File: config.mk
export PLATFORM = sky130hd
export DESIGN_NAME = coolant_pid_fan_pump_controller
export DESIGN_NICKNAME = d
export VERILOG_FILES = /design/src/cpfp_pkg.sv /design/src/cpfp_drive_map.sv /design/src/coolant_pid_fan_pump_controller.sv
export VERILOG_INCLUDE_DIRS = /design/src /design/src/src
export SDC_FILE = /design/constraint.sdc
export NUM_CORES = 1
export LEC_CHECK = 0
export BUFFER_PORTS_ARGS = -buffer_cell sky130_fd_sc_hd__buf_2
export CORE_MARGIN = 2
export CORE_UTILIZATION = 45
export CTS_CLUSTER_DIAMETER = 80
export CTS_CLUSTER_SIZE = 10
export DETAILED_ROUTE_END_ITERATION = 6
export GPL_TIMING_DRIVEN = 1
export PLACE_DENSITY = 0.66
export SYNTH_ARGS = -nofsm -noshare
export SYNTH_HDL_FRONTEND = slang
export SYNTH_SLANG_ARGS = --single-unit
File: constraint.sdc
create_clock -name clk -period 7.5 [get_ports clk]
set_clock_uncertainty 0.1 [all_clocks]
set_input_delay 1.5 -clock clk [delete_from_list [all_inputs] [get_ports clk]]
set_output_delay 1.5 -clock clk [all_outputs]
set_load 0.005 [all_outputs]
File: src/coolant_pid_fan_pump_controller_macros.svh
// ----------------------------------------------------------------------------
// Coolant controller assertion macros
// Shared property wrappers for the coolant fan/pump controller checks.
// ----------------------------------------------------------------------------
`ifndef COOLANT_PID_FAN_PUMP_CONTROLLER_MACROS_SVH
`define COOLANT_PID_FAN_PUMP_CONTROLLER_MACROS_SVH

// Same-cycle implication, disabled while reset is asserted
`define CPFP_ASSERT_NOW(label, clk, rst_n, cond, expr) \
  label: assert property (@(posedge clk) disable iff (!rst_n) (cond) |-> (expr)) \
    else $error("cpfp check failed");

// Next-cycle implication, disabled while reset is asserted
`define CPFP_ASSERT_NEXT(label, clk, rst_n, cond, expr) \
  label: assert property (@(posedge clk) disable iff (!rst_n) (cond) |=> (expr)) \
    else $error("cpfp check failed");

`endif

File: src/cpfp_pkg.sv
// ----------------------------------------------------------------------------
// Coolant controller package
// Codes, band limits and the structs passed between the pipeline stages.
// ----------------------------------------------------------------------------
`timescale 1ns / 1ps

package cpfp_pkg;

  // Fan and pump level codes
  localparam logic [2:0] LVL_OFF  = 3'd0;
  localparam logic [2:0] LVL_LOW  = 3'd1;
  localparam logic [2:0] LVL_AVG  = 3'd2;
  localparam logic [2:0] LVL_HIGH = 3'd3;
  localparam logic [2:0] LVL_MAX  = 3'd4;

  // Status codes
  localparam logic [1:0] STATUS_OK       = 2'd0;
  localparam logic [1:0] STATUS_SENSOR   = 2'd1;
  localparam logic [1:0] STATUS_OVERHEAT = 2'd2;

  // Sample classes decided in the first stage
  localparam logic [1:0] KIND_FAULT = 2'd0;
  localparam logic [1:0] KIND_HOT   = 2'd1;
  localparam logic [1:0] KIND_COLD  = 2'd2;
  localparam logic [1:0] KIND_RUN   = 2'd3;

  // Configuration register indexes
  localparam logic [2:0] REG_SETPOINT   = 3'd0;
  localparam logic [2:0] REG_GAIN_P     = 3'd1;
  localparam logic [2:0] REG_GAIN_I     = 3'd2;
  localparam logic [2:0] REG_GAIN_D     = 3'd3;
  localparam logic [2:0] REG_HIGH_LIMIT = 3'd4;
  localparam logic [2:0] REG_LOW_MARGIN = 3'd5;
  localparam logic [2:0] REG_SENSOR_ERR = 3'd6;

  // PID band edges (inclusive upper bounds)
  localparam logic signed [15:0] BAND_MAX  = -16'sd50;
  localparam logic signed [15:0] BAND_HIGH = -16'sd40;
  localparam logic signed [15:0] BAND_AVG  = -16'sd30;
  localparam logic signed [15:0] BAND_LOW  = -16'sd20;
  localparam logic signed [15:0] BAND_MIN  = -16'sd10;

  // First-stage word: classification and PID terms
  typedef struct packed {
    logic [1:0]  kind;
    logic        rep_v;
    logic        rep_o;
    logic        ovh;
    logic        mal;
    logic [15:0] err;
    logic [15:0] err_sum;
    logic [15:0] deriv;
  } s1_t;

  // Result word
  typedef struct packed {
    logic [1:0]  status;
    logic        drive;
    logic [2:0]  fan;
    logic [2:0]  pump;
    logic        rep_v;
    logic        rep_o;
    logic        ovh;
    logic        mal;
    logic [15:0] pid;
  } res_t;

endpackage

File: src/cpfp_drive_map.sv
// ----------------------------------------------------------------------------
// Coolant controller drive mapper
// Forms the PID sum from the staged terms and maps it to fan/pump bands.
// ----------------------------------------------------------------------------
`timescale 1ns / 1ps

module cpfp_drive_map (
  input  cpfp_pkg::s1_t  s1,
  input  logic [7:0]     gain_p,
  input  logic [7:0]     gain_i,
  input  logic [7:0]     gain_d,
  input  logic [2:0]     held_fan,
  input  logic [2:0]     held_pump,
  output cpfp_pkg::res_t res
);

  logic [15:0]        prod_p;
  logic [15:0]        prod_i;
  logic [15:0]        prod_d;
  logic signed [15:0] pid;
  logic [2:0]         band_fan;
  logic [2:0]         band_pump;

  // Narrow products, wrapped to 16 bits
  assign prod_p = 16'({8'd0, gain_p} * s1.err);
  assign prod_i = 16'({8'd0, gain_i} * s1.err_sum);
  assign prod_d = 16'({8'd0, gain_d} * s1.deriv);
  assign pid    = $signed(16'(prod_p + prod_i + prod_d));

  // Map PID value to bands; dead band keeps held levels
  always_comb begin
    if (pid <= cpfp_pkg::BAND_MAX) begin
      band_fan  = cpfp_pkg::LVL_MAX;
      band_pump = cpfp_pkg::LVL_MAX;
    end else if (pid <= cpfp_pkg::BAND_HIGH) begin
      band_fan  = cpfp_pkg::LVL_MAX;
      band_pump = cpfp_pkg::LVL_HIGH;
    end else if (pid <= cpfp_pkg::BAND_AVG) begin
      band_fan  = cpfp_pkg::LVL_HIGH;
      band_pump = cpfp_pkg::LVL_AVG;
    end else if (pid <= cpfp_pkg::BAND_LOW) begin
      band_fan  = cpfp_pkg::LVL_AVG;
      band_pump = cpfp_pkg::LVL_LOW;
    end else if (pid <= cpfp_pkg::BAND_MIN) begin
      band_fan  = cpfp_pkg::LVL_LOW;
      band_pump = cpfp_pkg::LVL_LOW;
    end else if (pid > 16'sd0) begin
      band_fan  = cpfp_pkg::LVL_OFF;
      band_pump = cpfp_pkg::LVL_OFF;
    end else begin
      band_fan  = held_fan;
      band_pump = held_pump;
    end
  end

  // Assemble the result word by sample class
  always_comb begin
    res.rep_v = s1.rep_v;
    res.rep_o = s1.rep_o;
    res.ovh   = s1.ovh;
    res.mal   = s1.mal;
    res.pid   = 16'd0;
    case (s1.kind)
      cpfp_pkg::KIND_FAULT: begin
        res.status = cpfp_pkg::STATUS_SENSOR;
        res.drive  = 1'b0;
        res.fan    = cpfp_pkg::LVL_OFF;
        res.pump   = cpfp_pkg::LVL_OFF;
      end
      cpfp_pkg::KIND_HOT: begin
        res.status = cpfp_pkg::STATUS_OVERHEAT;
        res.drive  = 1'b1;
        res.fan    = cpfp_pkg::LVL_MAX;
        res.pump   = cpfp_pkg::LVL_MAX;
      end
      cpfp_pkg::KIND_COLD: begin
        res.status = cpfp_pkg::STATUS_OK;
        res.drive  = 1'b1;
        res.fan    = cpfp_pkg::LVL_OFF;
        res.pump   = cpfp_pkg::LVL_OFF;
      end
      default: begin
        res.status = cpfp_pkg::STATUS_OK;
        res.drive  = 1'b1;
        res.fan    = band_fan;
        res.pump   = band_pump;
        res.pid    = pid;
      end
    endcase
  end

endmodule

File: src/coolant_pid_fan_pump_controller.sv
// ----------------------------------------------------------------------------
// Coolant PID fan/pump controller
// Classifies each temperature sample, runs a wrapping 16-bit PID update
// and drives banded fan and pump levels with status and overheat reports.
// ----------------------------------------------------------------------------
//
//  Channel | Direction | Word
//  --------+-----------+--------------------------------------------------
//  in_     | slave     | temperature sample, 16-bit signed
//  out_    | master    | status, levels, reports, flags, PID value
//  cfg_    | slave     | register index (3 bits) and write data (16 bits)
//
//  Three register stages: input register, classify/PID-term register,
//  result register. One word per cycle is sustained while out_tready
//  is high; a sample moves through them in that order to out_tdata.
//  PID state is updated as a word enters the middle stage, held levels as
//  it enters the result register. A stalled out_tready backs up stage by
//  stage; cfg_ready is always high. Synchronous active-low reset restores
//  register defaults and clears all state.
//
`timescale 1ns / 1ps
`include "coolant_pid_fan_pump_controller_macros.svh"

module coolant_pid_fan_pump_controller (
  input  logic        clk,
  input  logic        rst_n,
  // in_tdata: [15:0] temperature
  input  logic        in_tvalid,
  output logic        in_tready,
  input  logic [15:0] in_tdata,
  // out_tdata: [1:0] status, [2] drive_valid, [5:3] fan_level,
  // [8:6] pump_level, [9] report_valid, [10] report_overheat,
  // [11] overheat_flag, [12] malfunction_flag, [28:13] pid_out, [31:29] 0
  output logic        out_tvalid,
  input  logic        out_tready,
  output logic [31:0] out_tdata,
  input  logic        cfg_valid,
  output logic        cfg_ready,
  input  logic [2:0]  cfg_index,
  input  logic [15:0] cfg_data
);

  // Configuration registers
  logic [15:0] setpoint_r;
  logic [7:0]  gain_p_r;
  logic [7:0]  gain_i_r;
  logic [7:0]  gain_d_r;
  logic [15:0] high_limit_r;
  logic [14:0] low_margin_r;
  logic [15:0] sensor_err_r;

  // Pipeline
  logic           in_v_r;
  logic [15:0]    temp_r;
  logic           s1_v_r;
  cpfp_pkg::s1_t  s1_r;
  cpfp_pkg::s1_t  s1_nxt;
  logic           out_v_r;
  cpfp_pkg::res_t out_r;
  cpfp_pkg::res_t res;

  // Controller state
  logic [15:0] error_sum_r;
  logic [15:0] last_error_r;
  logic        ovh_r;
  logic        mal_r;
  logic [2:0]  held_fan_r;
  logic [2:0]  held_pump_r;

  logic        out_ready;
  logic        s1_ready;
  logic        in_load;
  logic        s1_load;
  logic        is_fault;
  logic        is_hot;
  logic        is_cold;
  logic [16:0] low_thr;
  logic [15:0] err;
  logic [15:0] err_sum_nxt;
  logic [15:0] deriv;

  // Stage handshakes
  assign out_ready = !out_v_r || out_tready;
  assign s1_ready  = !s1_v_r || out_ready;
  assign in_tready = !in_v_r || s1_ready;
  assign in_load   = in_v_r && s1_ready;
  assign s1_load   = s1_v_r && out_ready;
  assign cfg_ready = 1'b1;

  // Configuration writes
  always_ff @(posedge clk) begin
    if (!rst_n) begin
      setpoint_r   <= 16'd40;
      gain_p_r     <= 8'd3;
      gain_i_r     <= 8'd1;
      gain_d_r     <= 8'd3;
      high_limit_r <= 16'd100;
      low_margin_r <= 15'd10;
      sensor_err_r <= 16'h8000;
    end else if (cfg_valid) begin
      case (cfg_index)
        cpfp_pkg::REG_SETPOINT:   setpoint_r   <= cfg_data;
        cpfp_pkg::REG_GAIN_P:     gain_p_r     <= cfg_data[7:0];
        cpfp_pkg::REG_GAIN_I:     gain_i_r     <= cfg_data[7:0];
        cpfp_pkg::REG_GAIN_D:     gain_d_r     <= cfg_data[7:0];
        cpfp_pkg::REG_HIGH_LIMIT: high_limit_r <= cfg_data;
        cpfp_pkg::REG_LOW_MARGIN: low_margin_r <= cfg_data[14:0];
        cpfp_pkg::REG_SENSOR_ERR: sensor_err_r <= cfg_data;
        default: ;
      endcase
    end
  end

  // Input register
  always_ff @(posedge clk) begin
    if (!rst_n) begin
      in_v_r <= 1'b0;
    end else if (in_tready) begin
      in_v_r <= in_tvalid;
    end
  end

  always_ff @(posedge clk) begin
    if (in_tvalid && in_tready) begin
      temp_r <= in_tdata;
    end
  end

  // Classify the sample and form the PID terms
  assign is_fault    = temp_r == sensor_err_r;
  assign is_hot      = $signed(temp_r) >= $signed(high_limit_r);
  assign low_thr     = {setpoint_r[15], setpoint_r} - {2'b00, low_margin_r};
  assign is_cold     = $signed({temp_r[15], temp_r}) <= $signed(low_thr);
  assign err         = setpoint_r - temp_r;
  assign err_sum_nxt = error_sum_r + err;
  assign deriv       = err - last_error_r;

  always_comb begin
    s1_nxt.err     = err;
    s1_nxt.err_sum = err_sum_nxt;
    s1_nxt.deriv   = deriv;
    s1_nxt.rep_v   = 1'b0;
    s1_nxt.rep_o   = 1'b0;
    s1_nxt.ovh     = ovh_r;
    s1_nxt.mal     = mal_r;
    if (is_fault) begin
      s1_nxt.kind = cpfp_pkg::KIND_FAULT;
      s1_nxt.mal  = 1'b1;
    end else if (is_hot) begin
      s1_nxt.kind  = cpfp_pkg::KIND_HOT;
      s1_nxt.rep_v = 1'b1;
      s1_nxt.rep_o = 1'b1;
      s1_nxt.ovh   = 1'b1;
    end else if (is_cold) begin
      s1_nxt.kind = cpfp_pkg::KIND_COLD;
    end else begin
      s1_nxt.kind  = cpfp_pkg::KIND_RUN;
      s1_nxt.rep_v = ovh_r;
      s1_nxt.ovh   = 1'b0;
    end
  end

  // Middle stage and PID state update
  always_ff @(posedge clk) begin
    if (!rst_n) begin
      s1_v_r       <= 1'b0;
      error_sum_r  <= 16'd0;
      last_error_r <= 16'd0;
      ovh_r        <= 1'b0;
      mal_r        <= 1'b0;
    end else begin
      if (s1_ready) begin
        s1_v_r <= in_v_r;
      end
      if (in_load) begin
        ovh_r <= s1_nxt.ovh;
        mal_r <= s1_nxt.mal;
        if (s1_nxt.kind == cpfp_pkg::KIND_RUN) begin
          error_sum_r  <= err_sum_nxt;
          last_error_r <= err;
        end
      end
    end
  end

  always_ff @(posedge clk) begin
    if (in_load) begin
      s1_r <= s1_nxt;
    end
  end

  // Products, banding and result assembly
  cpfp_drive_map u_drive_map (
    .s1        (s1_r),
    .gain_p    (gain_p_r),
    .gain_i    (gain_i_r),
    .gain_d    (gain_d_r),
    .held_fan  (held_fan_r),
    .held_pump (held_pump_r),
    .res       (res)
  );

  // Result register and held levels
  always_ff @(posedge clk) begin
    if (!rst_n) begin
      out_v_r     <= 1'b0;
      held_fan_r  <= cpfp_pkg::LVL_OFF;
      held_pump_r <= cpfp_pkg::LVL_OFF;
    end else begin
      if (out_ready) begin
        out_v_r <= s1_v_r;
      end
      if (s1_load && res.drive) begin
        held_fan_r  <= res.fan;
        held_pump_r <= res.pump;
      end
    end
  end

  always_ff @(posedge clk) begin
    if (s1_load) begin
      out_r <= res;
    end
  end

  assign out_tvalid = out_v_r;
  assign out_tdata  = {3'b000, out_r.pid, out_r.mal, out_r.ovh, out_r.rep_o, out_r.rep_v,
                       out_r.pump, out_r.fan, out_r.drive, out_r.status};

  // Checks
  `CPFP_ASSERT_NOW(a_no_drive_off, clk, rst_n, out_v_r && !out_r.drive, (out_r.fan == cpfp_pkg::LVL_OFF) && (out_r.pump == cpfp_pkg::LVL_OFF))
  `CPFP_ASSERT_NOW(a_overheat_max, clk, rst_n, out_v_r && (out_r.status == cpfp_pkg::STATUS_OVERHEAT), (out_r.fan == cpfp_pkg::LVL_MAX) && (out_r.pump == cpfp_pkg::LVL_MAX) && out_r.rep_v && out_r.ovh)
  `CPFP_ASSERT_NOW(a_clear_report, clk, rst_n, out_v_r && out_r.rep_v && !out_r.rep_o, (out_r.status == cpfp_pkg::STATUS_OK) && !out_r.ovh)
  `CPFP_ASSERT_NEXT(a_mal_sticky, clk, rst_n, mal_r, mal_r)

endmodule

==> reports/qor.txt <==
Fin crit share: 0.967
Clock root buffer: clkbuf_16
H-tree levels: 1
Routed via count: 15100
DIE WIDTH: 216 um
Simple-gate share of the synthesized area: 0.172
#FFs+latches synth: 229
Total chip power: 9.40 mW
Total wire length: 51800 um
Clock slew at reported path FFs: 60 ps
Fin Hold WS: 322 ps
Placed Cells incl. Taps: 2824
Leak pwr: 9.85 nW
I/O Buffers: 70
Final Hold Viols: 0
Most used DFF post-synth: dfxtp_1
Total gr overflow: 0
Vias per inst: 5.24
CTS tree: built
P&R area growth vs syn: 10.9%
First-pass GRT wire length: 82300 um
Dpl cell area: 21400 um^2
EDFF count, synth: 99
Synthesized cell area: 20200 um^2
Seq pwr share: 0.173
Synth area leaders: fa_1 (23%), edfxtp_1 (15%), dfxtp_1 (13%)
Post-synthesis compound-gate area fraction: 0.0885
ANT nets after route: 0
Largest net degree at the start of global routing: 71
Initial antenna violation count: 8
Crit. End Element: flop
Crit start category: flop
WL/cell: 18.0 um
Yosys top cell area share: 0.230
Number of global-route vias before repair: 15300
Worst-Margin Slew: 1220 ps
DRC: 0
Final #Nets: 2699
Critical path class: reg -> reg
Share of power burned in the clock network: 0.127
Largest family of logic cells by synthesized area: adder cells
Post-synthesis mux area share: 0.0129
Area share of fa/ha/maj cells after synthesis: 0.323
Switching Share: 0.462
Area of the multi-input gates: 13300 um^2
Setup WS pre-CTS: -7.18 ps
Net Switching: 4.34 mW
Total power per unit cell area: 419 nW/um^2
Fill cells: 4086
CP Max Fanout: 6
Util after Layout: 0.506
Post-route cell area: 22400 um^2
Req. time, crit path: 7850 ps
Avg Cell Area, Syn: 9.28 um^2
Initial core utilization: 0.456
Yosys warns: 0
Synth area leader: fa_1
Synth unique cells: 68
Slew Viols, Final: 0
Max VDD drop: 0.000797 V
Final Worst Setup Slack: 249 ps
Finished Layout Cells: 2887
Post-DP HPWL: 41600 um
Core area: 44300 um^2
Synth Area in XOR/XNOR: 0.0544
Cell row count: 77
Fmax: 138 MHz
Routability Congestion: 0.933
Post-synthesis sequential area ratio: 0.276
Layout cells sized above 1: 0.0902
Clock sinks: 229
# setup viols final: 0
CTS Buf Count: 27
Worst path arrival time: 7600 ps
P_int: 5.05 mW
GRT Overall Usage: 0.224
Worst Hold Class: reg -> reg
Max_cap viols: 0
TritonRoute pass-1 iters: 5
Maximum root-to-sink buffer count: 3
Gate Count Post-Synth: 2178
Clock latency on the worst-skew pair: 570 ps
Ports: 75
DRT iter0 DRCs: 1016
Slew HR: 0.186
Final setup TNS: 0 ps
Die Ht: 216 um
Status: finished, final reports clean
Min Clock Period, post-route: 7250 ps
Area taken by flip-flops and latches: 5590 um^2
Share of synthesized registers carrying an async set or reset: 0
Combinational power share: 0.699
Die area: 46600 um^2
==> placed cells by master, fill, tap and decap left out, types with 9 or more instances in the layout <==
| master | Yosys | layout |
|---|---|---|
| buf_4 | 4 | 60 |
| nor3_1 | 24 | 22 |
| dfxtp_2 | 0 | 11 |
| nand3_1 | 35 | 35 |
| xnor2_1 | 75 | 75 |
| and2_1 | 149 | 148 |
| fa_1 | 232 | 232 |
| o21ai_0 | 40 | 35 |
| edfxtp_1 | 99 | 99 |
| and3_1 | 15 | 14 |
| inv_1 | 322 | 321 |
| o21bai_1 | 13 | 13 |
| clkbuf_1 | 53 | 16 |
| mux2i_1 | 25 | 25 |
| nand2b_1 | 13 | 13 |
| clkbuf_16 | 0 | 27 |
| or3_1 | 10 | 10 |
| xor2_1 | 40 | 40 |
| a21oi_1 | 133 | 132 |
| nand4_1 | 9 | 9 |
| nand2_1 | 368 | 368 |
| ha_1 | 151 | 147 |
| buf_2 | 6 | 70 |
| dfxtp_1 | 130 | 119 |
| a211oi_1 | 17 | 15 |
| a21o_1 | 26 | 26 |
| nor2_1 | 86 | 86 |
| nor2b_1 | 14 | 12 |
==> per-layer routing <==
layer	GRT usage	share of wire
met5	0	0.0020
met4	0.0548	0.027
met3	0.0388	0.055
met2	0.383	0.48
met1	0.297	0.43
==> cells in the mapped netlist, types with 3 or more instances <==
cell	instances
o211ai_1	7
a41o_1	3
and3_1	15
o41ai_1	3
a31o_2	4
o21bai_1	13
nor3_1	24
nand3_1	35
nand4_1	9
xnor3_1	3
dfxtp_1	130
a21boi_0	4
nor2b_1	14
a31oi_1	5
inv_1	322
a21oi_1	133
nor3b_1	3
o311a_1	3
o31ai_1	3
clkbuf_1	53
o21a_1	4
mux2i_1	25
nand2_1	368
o21ai_1	3
ha_1	151
a21o_1	26
buf_4	4
nor2_1	86
and2_1	149
edfxtp_1	99
a211oi_1	17
or3_1	10
o21ai_0	40
xnor2_1	75
buf_2	6
nand2b_1	13
fa_1	232
xor2_1	40
nor4_1	7
==> path summary, 6_finish.rpt <==
kind / start / endpoint / slack, ps / cells after the start
max reg2reg: s1_r[35]$_DFFE_PP_ / held_fan_r[0]$_SDFFE_PN0P_ / 250 / 23
min reg2reg: s1_r[51]$_SDFFCE_PP0P_ / out_tdata[9]$_DFFE_PP_ / 320 / 0
min: s1_r[51]$_SDFFCE_PP0P_ / out_tdata[9]$_DFFE_PP_ / 320 / 0
max: s1_r[35]$_DFFE_PP_ / held_fan_r[0]$_SDFFE_PN0P_ / 250 / 23
==> cells by family after synthesis <==
family	Yosys count
multiplexers	26
flip-flops	229
XOR/XNOR	119
adder cells (fa/ha/maj)	383
AO/OA/AOI/OAI	290
AND/OR/NAND/NOR	743
other	2
buffers and inverters	386
==> state kept, by name (all words and copies together), names as in the netlist <==
| name | flops |
|---|---|
| error_sum_r | 16 |
| gain_d_r | 8 |
| gain_i_r | 8 |
| gain_p_r | 8 |
| held_fan_r | 3 |
| held_pump_r | 3 |
| high_limit_r | 16 |
| in_v_r | 1 |
| last_error_r | 16 |
| low_margin_r | 15 |
| mal_r | 1 |
| out_tdata | 29 |
| out_tvalid | 1 |
| ovh_r | 1 |
| s1_r | 54 |
| s1_v_r | 1 |
| sensor_err_r | 16 |
| setpoint_r | 16 |
| temp_r | 16 |
==> what timing repair did <==
action,CTS,global route
hold buffers,0,0
gates cloned,0,1
setup endpoints to repair,3,12
pin swaps,0,7
buffers inserted,0,14
gates resized for setup,2,31
==> worst max-delay path, cell delays in order, from the launching register on <==
cell and delay (ps):
edfxtp_1 470, and2_1 220, fa_1 560, inv_1 60, fa_1 460, fa_1 490, inv_1 60, fa_1 520
fa_1 440, fa_1 560, inv_1 60, fa_1 540, inv_1 50, ha_2 320, a21o_1 170, a21oi_1 200
xor2_1 150, or2_2 300, nor4_2 290, nand4b_1 210, or2_2 360, o21ai_1 190, o21ai_0 110, a32o_1 260
==> power groups by stage <==
stage	Sequential, mW	Combinational (mW)	Clock, mW
after global routing	1.64	7.32	1.27
final	1.63	6.57	1.20
after global placement	1.65	5.91	0
after CTS	1.63	6.09	1.22
after detailed placement	1.65	6.01	0
after floorplan	1.61	4.46	0
==> layout make-up <==
type                            instances  share of cell area
Clock inverter                          4             0.00168
Antenna cell                            1            0.000112
Inverter                              322              0.0540
Clock buffer                           43              0.0328
Timing Repair Buffer                  130              0.0357
Sequential cell                       229               0.249
Multi-Input combinational cell       1566               0.593
Tap cell                              592              0.0331
(Power assumes the default switching activity.)
